<file path="config.mk">
export PLATFORM = sky130hd
export DESIGN_NAME = cfbn_ctrl
export DESIGN_NICKNAME = d
export VERILOG_FILES = /design/src/sv/cfbn_pkg.sv /design/src/sv/cfbn_ctrl.sv
export SDC_FILE = /design/constraint.sdc
export NUM_CORES = 1
export LEC_CHECK = 0
export BUFFER_PORTS_ARGS = -buffer_cell sky130_fd_sc_hd__buf_4
export CAP_MARGIN = 20
export CORE_MARGIN = 10
export CORE_UTILIZATION = 25
export CTS_BUF_LIST = sky130_fd_sc_hd__clkbuf_4
export CTS_CLUSTER_DIAMETER = 40
export DETAILED_ROUTE_END_ITERATION = 10
export SLEW_MARGIN = 20
export SYNTH_ARGS = -nofsm -noshare
export SYNTH_HDL_FRONTEND = slang
export SYNTH_SLANG_ARGS = --single-unit
</file>
<file path="constraint.sdc">
create_clock -name clk -period 6.6 [get_ports clk]
set_input_delay 0.33 -clock clk [delete_from_list [all_inputs] [get_ports clk]]
set_output_delay 0.33 -clock clk [all_outputs]
set_load 0.05 [all_outputs]
</file>
<file path="src/sv/cfbn_pkg.sv">
// Package for the confidence filter and box suppression core.
// Holds field widths, defaults, register codes, controller states and the
// command and status words that pass between controller and datapath.
package cfbn_pkg;

    // Default store capacity in boxes.
    localparam int MAX_BOXES_DEF = 64;

    // Field widths.
    localparam int NORM_W  = 16;
    localparam int PX_W    = 13;
    localparam int EXT_W   = 14;
    localparam int SCORE_W = 16;
    localparam int CLASS_W = 8;
    localparam int PCT_W   = 7;
    localparam int CFG_IDX_W  = 2;
    localparam int CFG_DATA_W = 16;

    // One stored box: {class, score, bottom, right, top, left}.
    localparam int BOX_W = CLASS_W + SCORE_W + 4 * PX_W;

    // Register reset values.
    localparam logic [SCORE_W-1:0] THR_RST = 16'd32768;
    localparam logic [PCT_W-1:0]   PCT_RST = 7'd50;
    localparam logic [PX_W-1:0]    DIM_RST = 13'd640;

    // Configuration register indexes.
    typedef enum logic [CFG_IDX_W-1:0] {
        CFG_SCORE_THR = 2'd0,
        CFG_OVERLAP   = 2'd1,
        CFG_IMG_W     = 2'd2,
        CFG_IMG_H     = 2'd3
    } cfg_reg_t;

    // Controller states.
    typedef enum logic [3:0] {
        ST_IDLE,
        ST_SCALE,
        ST_STORE,
        ST_ROW_START,
        ST_ROW_RD,
        ST_ROW_LOAD,
        ST_ROW_AREA,
        ST_PAIR,
        ST_DRAIN,
        ST_ROW_END,
        ST_EMIT_START,
        ST_EMIT_RD,
        ST_EMIT_CHK,
        ST_EMPTY,
        ST_FINISH
    } state_t;

    // Commands from the controller to the datapath.
    typedef struct packed {
        logic take;        // latch the input word
        logic scale;       // convert corners to pixels
        logic box_we;      // write the box store at the write address
        logic keep_set;    // set the keep mark at the write address
        logic row_load;    // load box i from the read data
        logic row_area;    // work out the area of box i
        logic pair_issue;  // a pair read is in flight this cycle
        logic keep_row;    // write back the keep mark of box i
        logic out_load;    // load a kept box into the output register
        logic out_empty;   // load the empty frame result
        logic out_last;    // result is the last of the frame
        logic out_ovf;     // overflow flag of the frame
    } cmd_t;

    // Status from the datapath to the controller.
    typedef struct packed {
        logic pass;        // latched score reaches the threshold
        logic item_last;   // latched word closes the frame
        logic pipe_busy;   // pair tests still in flight
        logic keep_i;      // keep mark of box i
        logic rd_keep;     // keep mark at the read address
        logic out_free;    // output register can take a word
    } sts_t;

endpackage

</file>
<file path="src/sv/cfbn_ctrl.sv">
// Controller: sequences storing, the pairwise suppression rows and the
// emission of kept boxes. Depends on cfbn_pkg.
module cfbn_ctrl
    import cfbn_pkg::*;
#(
    parameter int MAX_BOXES = MAX_BOXES_DEF
) (
    input  logic                         clk,
    input  logic                         rst_n,
    input  logic                         in_valid,
    output logic                         in_stall,
    input  sts_t                         sts,
    output cmd_t                         cmd,
    output logic [$clog2(MAX_BOXES)-1:0] rd_addr,
    output logic [$clog2(MAX_BOXES)-1:0] wr_addr
);

    localparam int IDX_W = $clog2(MAX_BOXES);
    localparam int CNT_W = $clog2(MAX_BOXES + 1);
    localparam logic [CNT_W-1:0] CAP = CNT_W'(MAX_BOXES);

    state_t           state_reg, state_next;
    logic [CNT_W-1:0] count_reg, count_next;
    logic [CNT_W-1:0] i_reg, i_next;
    logic [CNT_W-1:0] j_reg, j_next;
    logic [IDX_W-1:0] last_reg, last_next;
    logic             any_reg, any_next;
    logic             ovf_reg, ovf_next;
    logic [CNT_W-1:0] i_inc, j_inc;

    assign i_inc = i_reg + 1'b1;
    assign j_inc = j_reg + 1'b1;

    // State and counters.
    always_ff @(posedge clk or negedge rst_n)
    begin
        if (!rst_n)
        begin
            state_reg <= ST_IDLE;
            count_reg <= '0;
            i_reg     <= '0;
            j_reg     <= '0;
            last_reg  <= '0;
            any_reg   <= 1'b0;
            ovf_reg   <= 1'b0;
        end
        else
        begin
            state_reg <= state_next;
            count_reg <= count_next;
            i_reg     <= i_next;
            j_reg     <= j_next;
            last_reg  <= last_next;
            any_reg   <= any_next;
            ovf_reg   <= ovf_next;
        end
    end

    // Next state and commands.
    always_comb
    begin
        state_next = state_reg;
        count_next = count_reg;
        i_next     = i_reg;
        j_next     = j_reg;
        last_next  = last_reg;
        any_next   = any_reg;
        ovf_next   = ovf_reg;
        cmd        = '0;
        cmd.out_ovf = ovf_reg;
        cmd.out_last = (i_reg[IDX_W-1:0] == last_reg);
        rd_addr    = i_reg[IDX_W-1:0];
        wr_addr    = i_reg[IDX_W-1:0];
        in_stall   = 1'b1;

        unique case (state_reg)
            ST_IDLE:
            begin
                in_stall = 1'b0;
                if (in_valid)
                begin
                    cmd.take   = 1'b1;
                    state_next = ST_SCALE;
                end
            end
            ST_SCALE:
            begin
                cmd.scale  = 1'b1;
                state_next = ST_STORE;
            end
            ST_STORE:
            begin
                wr_addr = count_reg[IDX_W-1:0];
                if (sts.pass)
                begin
                    if (count_reg < CAP)
                    begin
                        cmd.box_we   = 1'b1;
                        cmd.keep_set = 1'b1;
                        count_next   = count_reg + 1'b1;
                    end
                    else
                    begin
                        ovf_next = 1'b1;
                    end
                end
                state_next = sts.item_last ? ST_ROW_START : ST_IDLE;
            end
            ST_ROW_START:
            begin
                i_next     = '0;
                any_next   = 1'b0;
                state_next = (count_reg == '0) ? ST_EMPTY : ST_ROW_RD;
            end
            ST_ROW_RD:
            begin
                state_next = ST_ROW_LOAD;
            end
            ST_ROW_LOAD:
            begin
                cmd.row_load = 1'b1;
                j_next       = i_inc;
                state_next   = (i_inc >= count_reg) ? ST_ROW_END : ST_ROW_AREA;
            end
            ST_ROW_AREA:
            begin
                cmd.row_area = 1'b1;
                state_next   = ST_PAIR;
            end
            ST_PAIR:
            begin
                rd_addr        = j_reg[IDX_W-1:0];
                cmd.pair_issue = 1'b1;
                j_next         = j_inc;
                if (j_inc >= count_reg)
                begin
                    state_next = ST_DRAIN;
                end
            end
            ST_DRAIN:
            begin
                if (!sts.pipe_busy)
                begin
                    state_next = ST_ROW_END;
                end
            end
            ST_ROW_END:
            begin
                cmd.keep_row = 1'b1;
                if (sts.keep_i)
                begin
                    last_next = i_reg[IDX_W-1:0];
                    any_next  = 1'b1;
                end
                if (i_inc >= count_reg)
                begin
                    state_next = ST_EMIT_START;
                end
                else
                begin
                    i_next     = i_inc;
                    state_next = ST_ROW_RD;
                end
            end
            ST_EMIT_START:
            begin
                i_next     = '0;
                state_next = any_reg ? ST_EMIT_RD : ST_EMPTY;
            end
            ST_EMIT_RD:
            begin
                state_next = ST_EMIT_CHK;
            end
            ST_EMIT_CHK:
            begin
                if (!sts.rd_keep)
                begin
                    i_next     = i_inc;
                    state_next = ST_EMIT_RD;
                end
                else if (sts.out_free)
                begin
                    cmd.out_load = 1'b1;
                    if (i_reg[IDX_W-1:0] == last_reg)
                    begin
                        state_next = ST_FINISH;
                    end
                    else
                    begin
                        i_next     = i_inc;
                        state_next = ST_EMIT_RD;
                    end
                end
            end
            ST_EMPTY:
            begin
                if (sts.out_free)
                begin
                    cmd.out_empty = 1'b1;
                    state_next    = ST_FINISH;
                end
            end
            ST_FINISH:
            begin
                count_next = '0;
                ovf_next   = 1'b0;
                state_next = ST_IDLE;
            end
            default:
            begin
                state_next = ST_IDLE;
            end
        endcase
    end

    // The store never holds more boxes than it has slots.
    a_count_cap: assert property (@(posedge clk) disable iff (!rst_n)
        count_reg <= CAP)
        else $error("stored box count exceeds capacity");

    // A row only closes once every pair test of it has been decided.
    a_row_drained: assert property (@(posedge clk) disable iff (!rst_n)
        (state_reg == ST_ROW_END) |-> !sts.pipe_busy)
        else $error("row closed with pair tests in flight");

    // Pair reads stay inside the filled part of the store.
    a_pair_range: assert property (@(posedge clk) disable iff (!rst_n)
        (state_reg == ST_PAIR) |-> (j_reg < count_reg && j_reg > i_reg))
        else $error("pair read outside the stored boxes");

endmodule

</file>
=== Yosys cells after proc, flatten, opt, wreduce, memory -nomap -nowiden ===
Cells that the tools add are included.

* Flip-flop bits (word level): 33
* Input bits: 9
* Logic and storage cells: 96
* Output and inout bits: 25

* Magnitude comparators: 3
* Multiplexer cells: 44
* Equal/unequal tests: 26
* Reductions and logical operators: 13
* Add/subtract/negate cells: 3

{| class="wikitable"
|+ Operators with widths
! cell !! number
|-
| 4-bit one-hot mux with 14 select lines || 1
|-
| 7-bit two-way mux || 6
|-
| 4-bit two-way mux || 9
|-
| 4-bit == test, second input constant || 7
|-
| 7-bit one-hot mux with 2 select lines || 2
|-
| 7-bit by 1-bit adder with 7-bit output, second input constant || 3
|-
| 7-bit one-hot mux with 3 select lines || 1
|-
| 2-bit != test, second input constant || 9
|-
| 4-bit by 3-bit == test with 1-bit output, second input constant || 4
|-
| 1-bit two-way mux || 15
|-
| 7-bit >= comparator || 2
|-
| 6-bit two-way mux || 2
|-
| 4-bit by 2-bit == test with 1-bit output, second input constant || 2
|-
| 2-bit two-way mux || 4
|-
| 7-bit zero test || 1
|-
| 7-bit < comparator, second input constant || 1
|-
| 6-bit == test || 1
|-
| 3-bit two-way mux || 2
|-
| 3-bit != test, second input constant || 2
|-
| 3-bit AND reduction || 2
|-
| 2-bit nonzero test || 3
|-
| 5-bit AND reduction || 1
|-
| 4-bit by 1-bit == test with 1-bit output, second input constant || 1
|-
| 4-bit zero test || 1
|-
| other kinds (5) || 7
|}

=== Longest topological paths before layout ===
* Depth after elaboration: 5
* Gate-level depth with buffers: 10
* Depth with buffers taken out: 10

=== Worst setup path after synthesis ===
OpenSTA, ideal clock, no wires.

* Path type: register -> output
* Start: reg state_reg[3]
* End: out rd_addr[2]
* Path slack: 3854 ps
* Data required time: 6270 ps
* Cell stages (with the launch flop): 5
* Arrival: 2416 ps
* Buffers on the path: 1
* Cell sequence: dfrtp_1 -> buf_6 -> nand4b_1 -> clkinv_1 -> o21ai_0

* Word-level cells in the longest chain between the ends: 2

{| class="wikitable"
|+ RTL lines
! item !! RTL line !! text
|-
| start: declaration || cfbn_ctrl.sv:22 || <nowiki>state_t state_reg, state_next;</nowiki>
|-
| start signal: assignment || cfbn_ctrl.sv:49 || <nowiki>state_reg <= state_next;</nowiki>
|-
| 4-bit by 3-bit == test with 1-bit output || cfbn_ctrl.sv:76 || <nowiki>unique case (state_reg)</nowiki>
|-
| 6-bit two-way mux || cfbn_ctrl.sv:76 ||
|-
| end: declaration || cfbn_ctrl.sv:14 || <nowiki>output logic [$clog2(MAX_BOXES)-1:0] rd_addr,</nowiki>
|}

No other way between the ends.

=== Final worst setup path ===
* Start: reg i_reg[0]
* End: reg i_reg[1]

* Word-level cells in the longest chain between the ends: 5
* Elaborated cells on any way between the ends: 11
* Classes of those cells: add/sub (1); order compare (1); eq/ne (3); mux (5); reduce/logical (1)

{| class="wikitable"
|+ RTL lines
! item !! RTL line !! text
|-
| start: declaration || cfbn_ctrl.sv:24 || <nowiki>logic [CNT_W-1:0] i_reg, i_next;</nowiki>
|-
| start signal: assignment || cfbn_ctrl.sv:51 || <nowiki>i_reg <= i_next;</nowiki>
|-
| branches (longest 5 deep; another with 7-bit by 1-bit adder with 7-bit output) || -- ||
|}

Several ways; the timed one is not identified. The select of a mux whose other input is x is not followed.
A chain may end at the register's enable or synchronous reset.

==> metrics.md <==
| Metric | Value |
|---|---|
| Status | finished clean |
| Avg Inst Size Synth | 8.73 sq um |
| Simple-gate share of the synthesized area | 22.4% |
| Worst-Margin Slew | 0.715 ns |
| Drt first pass iters | 4 |
| Synth top cells by count | nand2_1 (39), dfrtp_1 (33), nor2_1 (28) |
| Core Box Area | 10300 sq um |
| Hold path depth | 3 |
| Slowest stage delay, CP | 0.56 ns |
| Reg2reg setup slack | 3.48 ns |
| Crit path DAT | 3.35 ns |
| Critical path data required time | 6.83 ns |
| GRT Overall Usage | 9.94% |
| EDFF count, synth | 0 |
| Vias | 2286 |
| RSZ-0062 raised after global routing | false |
| DR vias/cell | 4.94 |
| Final-stage net count | 353 |
| Root Driver | clkbuf_4 |
| Post-synthesis compound-gate area fraction | 18.3% |
| Setup repair bufs after CTS | 0 |
| Overflow after GRT | 0 |
| Post-synth top flop | dfrtp_1 |
| Post-Synth XOR/XNOR Area | 7.64% |
| N_diodes | 0 |
| CP max-delay cell | dfrtp_1 |
| FP Rows | 37 |
| Critical path startpoint category | register |
| Reg2reg path depth | 9 |
| Share of layout cells above drive strength 1 | 18.3% |
| Adder-Cell Fraction of Synth Area | 8.55% |
| Fillcell total | 1123 |
| Final TNS setup | 0 ns |
| CP Capture Type | register |
| Min-Delay Path Class | primary input to register |
| Crit path max fanout | 10 |
| Post-synthesis sequential area ratio | 31.3% |
| CTS tree | built |
| Initial antenna violation count | 0 |
| Worst r2r src | i_reg[0] |
| Worst r2r dst | i_reg[1] |
| Antenna-violating nets left | 0 |
| Final WL | 7.27 mm |
| # IOs | 34 |
| Post-synthesis cell area | 2640 sq um |
| Yosys warns | 0 |
| Die Area | 15000 sq um |
| Fin crit share | 47.3% |
| Most frequent cell after synthesis | nand2_1 |
| Setup CP Type | register to register |
| Tmin final | 3.12 ns |
| First-pass GRT wire length | 12.0 mm |
| Max-slew headroom | 52.3% |
| Clk sink count | 33 |
| Chip width | 123 um |
| Post-Synthesis Cells | 302 |
| Post-synthesis cell type count | 61 |
| Post-DP HPWL | 5.60 mm |
| Post-synth ARST share | 100% |
| Largest family of logic cells by synthesized area | simple AND/OR/NAND/NOR gates |
| Die height | 123 um |
| Post-synth top area share | 31.3% |
| DR WL/cell | 15.7 um |
| Starting DRC count in detailed routing | 121 |
| Worst skew pair latency | 0.34 ns |
| CTS clock-pin slew for the worst setup and hold paths | 0.11 ns |
| Critical-path cell list | and3_1 > nand3_1 > xnor2_1 > ha_1 > a21o_1 > a21oi_1 > o211ai_2 > a211oi_4 > mux2_4 |
| Largest net degree at the start of global routing | 34 |
| CTS hold repair buffers | 1 |
| Hold Vio Cnt, Final | 0 |
| Num CTS Buffers | 5 |
| Syn Nets | 329 |
| Worst Skew | 0.00878 ns |
| Port-buffer cells | 33 |
| Resize count post-CTS | 0 |
| CP endpoint | i_reg[1] |
| Initial core utilization | 25.6% |
| Yosys reg bits | 33 |
| RePlAce Congestion | 0.837 |
| Final setup fails | 0 |
| Synth area leader | dfrtp_1 |
| Max-cap violations | 0 |
| Area grow syn2layout | 14.6% |
| DR DRC count | 0 |
| Setup crit start | i_reg[0] |
| Max-slew violations | 0 |
| Achievable Freq | 320 MHz |
| Post-synthesis mux area share | 5.51% |
| H-tree levels | 2 |
| Vias in the first global route | 2361 |
| Clock tree buffer depth | 2 |
| Synth top area cells | dfrtp_1 (31%), ha_1 (8.5%), xnor2_1 (6.6%) |
## layout make-up
| cell class | count | area [sq um] | share of cell area [%] |
|---|---|---|---|
| clock inverters | 2 | 10.0 | 0.332 |
| multi-input cells | 234 | 1640 | 54.4 |
| flip-flops and latches | 33 | 826 | 27.4 |
| inverters | 18 | 67.6 | 2.24 |
| repair buffers | 34 | 258 | 8.54 |
| well taps | 136 | 170 | 5.64 |
| clock buffers | 6 | 45.0 | 1.49 |
## stage by stage
| step | hold slack, ns | worst slack, ns | instances | cell area [sq um] | utilization (%) |
|---|---|---|---|---|---|
| final | 0.252 | 3.48 | 463 | 3020 | 29.4 |
| after global routing | 0.250 | 3.27 | 463 | 3020 | 29.4 |
| after CTS | 0.242 | 3.46 | 463 | 3020 | 29.4 |
| after detailed placement | 0.310 | 3.49 | 454 | 2950 | 28.7 |
| after global placement | 0.304 | 3.64 | 454 | 2950 | 28.7 |
| after floorplan | 0.0344 | 3.85 | 302 | 2640 | - |
## cell usage in the layout, fill, tap and decap left out, types with 3 or more instances in the layout
cell / count
a211oi_1: 3
a21oi_1: 3
a31oi_1: 6
buf_4: 33
clkbuf_4: 6
dfrtp_1: 33
ha_1: 18
inv_1: 17
mux2_2: 4
mux2_4: 4
mux2i_1: 4
nand2_1: 39
nand2b_1: 8
nand3_1: 9
nand4_1: 5
nor2_1: 28
nor2b_1: 3
nor3_1: 4
o21ai_0: 25
o311ai_0: 4
xnor2_1: 20
xor2_1: 3
## critical path, delay by kind of cell (launching register included)
kind,cells,cell delay [ns]
AOI/OAI and AO/OA,4,1.12
xor gates and xnor gates,1,0.34
adders and majority gates,1,0.34
DFF,1,0.56
muxes,1,0.34
and+or+nand+nor,2,0.29
## cell families (layout without fill, tap and decap cells)
| logic type | count (synthesis) | count (layout) |
|---|---|---|
| AND/OR/NAND/NOR | 113 | 113 |
| AO/OA/AOI/OAI | 68 | 68 |
| buffers and inverters | 35 | 60 |
| flip-flops | 33 | 33 |
| XOR/XNOR | 23 | 23 |
| adder cells (fa/ha/maj) | 18 | 18 |
| multiplexers | 12 | 12 |
## routing by layer
layer  GRT usage, %  routed length [um]
met1           12.1                3290
met3           2.16                 344
met4           2.65                 116
met2           17.2                3520
met5              0                   0
## worst min-delay path by stage
stage | from | to | slack (ns)
after floorplan | rst_n | any_reg | 0.03
after global placement | rst_n | any_reg | 0.30
after detailed placement | rst_n | any_reg | 0.31
after CTS | sts[5] | ovf_reg | 0.24
after global routing | sts[5] | ovf_reg | 0.25
final | sts[5] | ovf_reg | 0.25
Power is not shown: default switching activity piles up to over one toggle a cycle in this logic, so the estimate is an artifact.
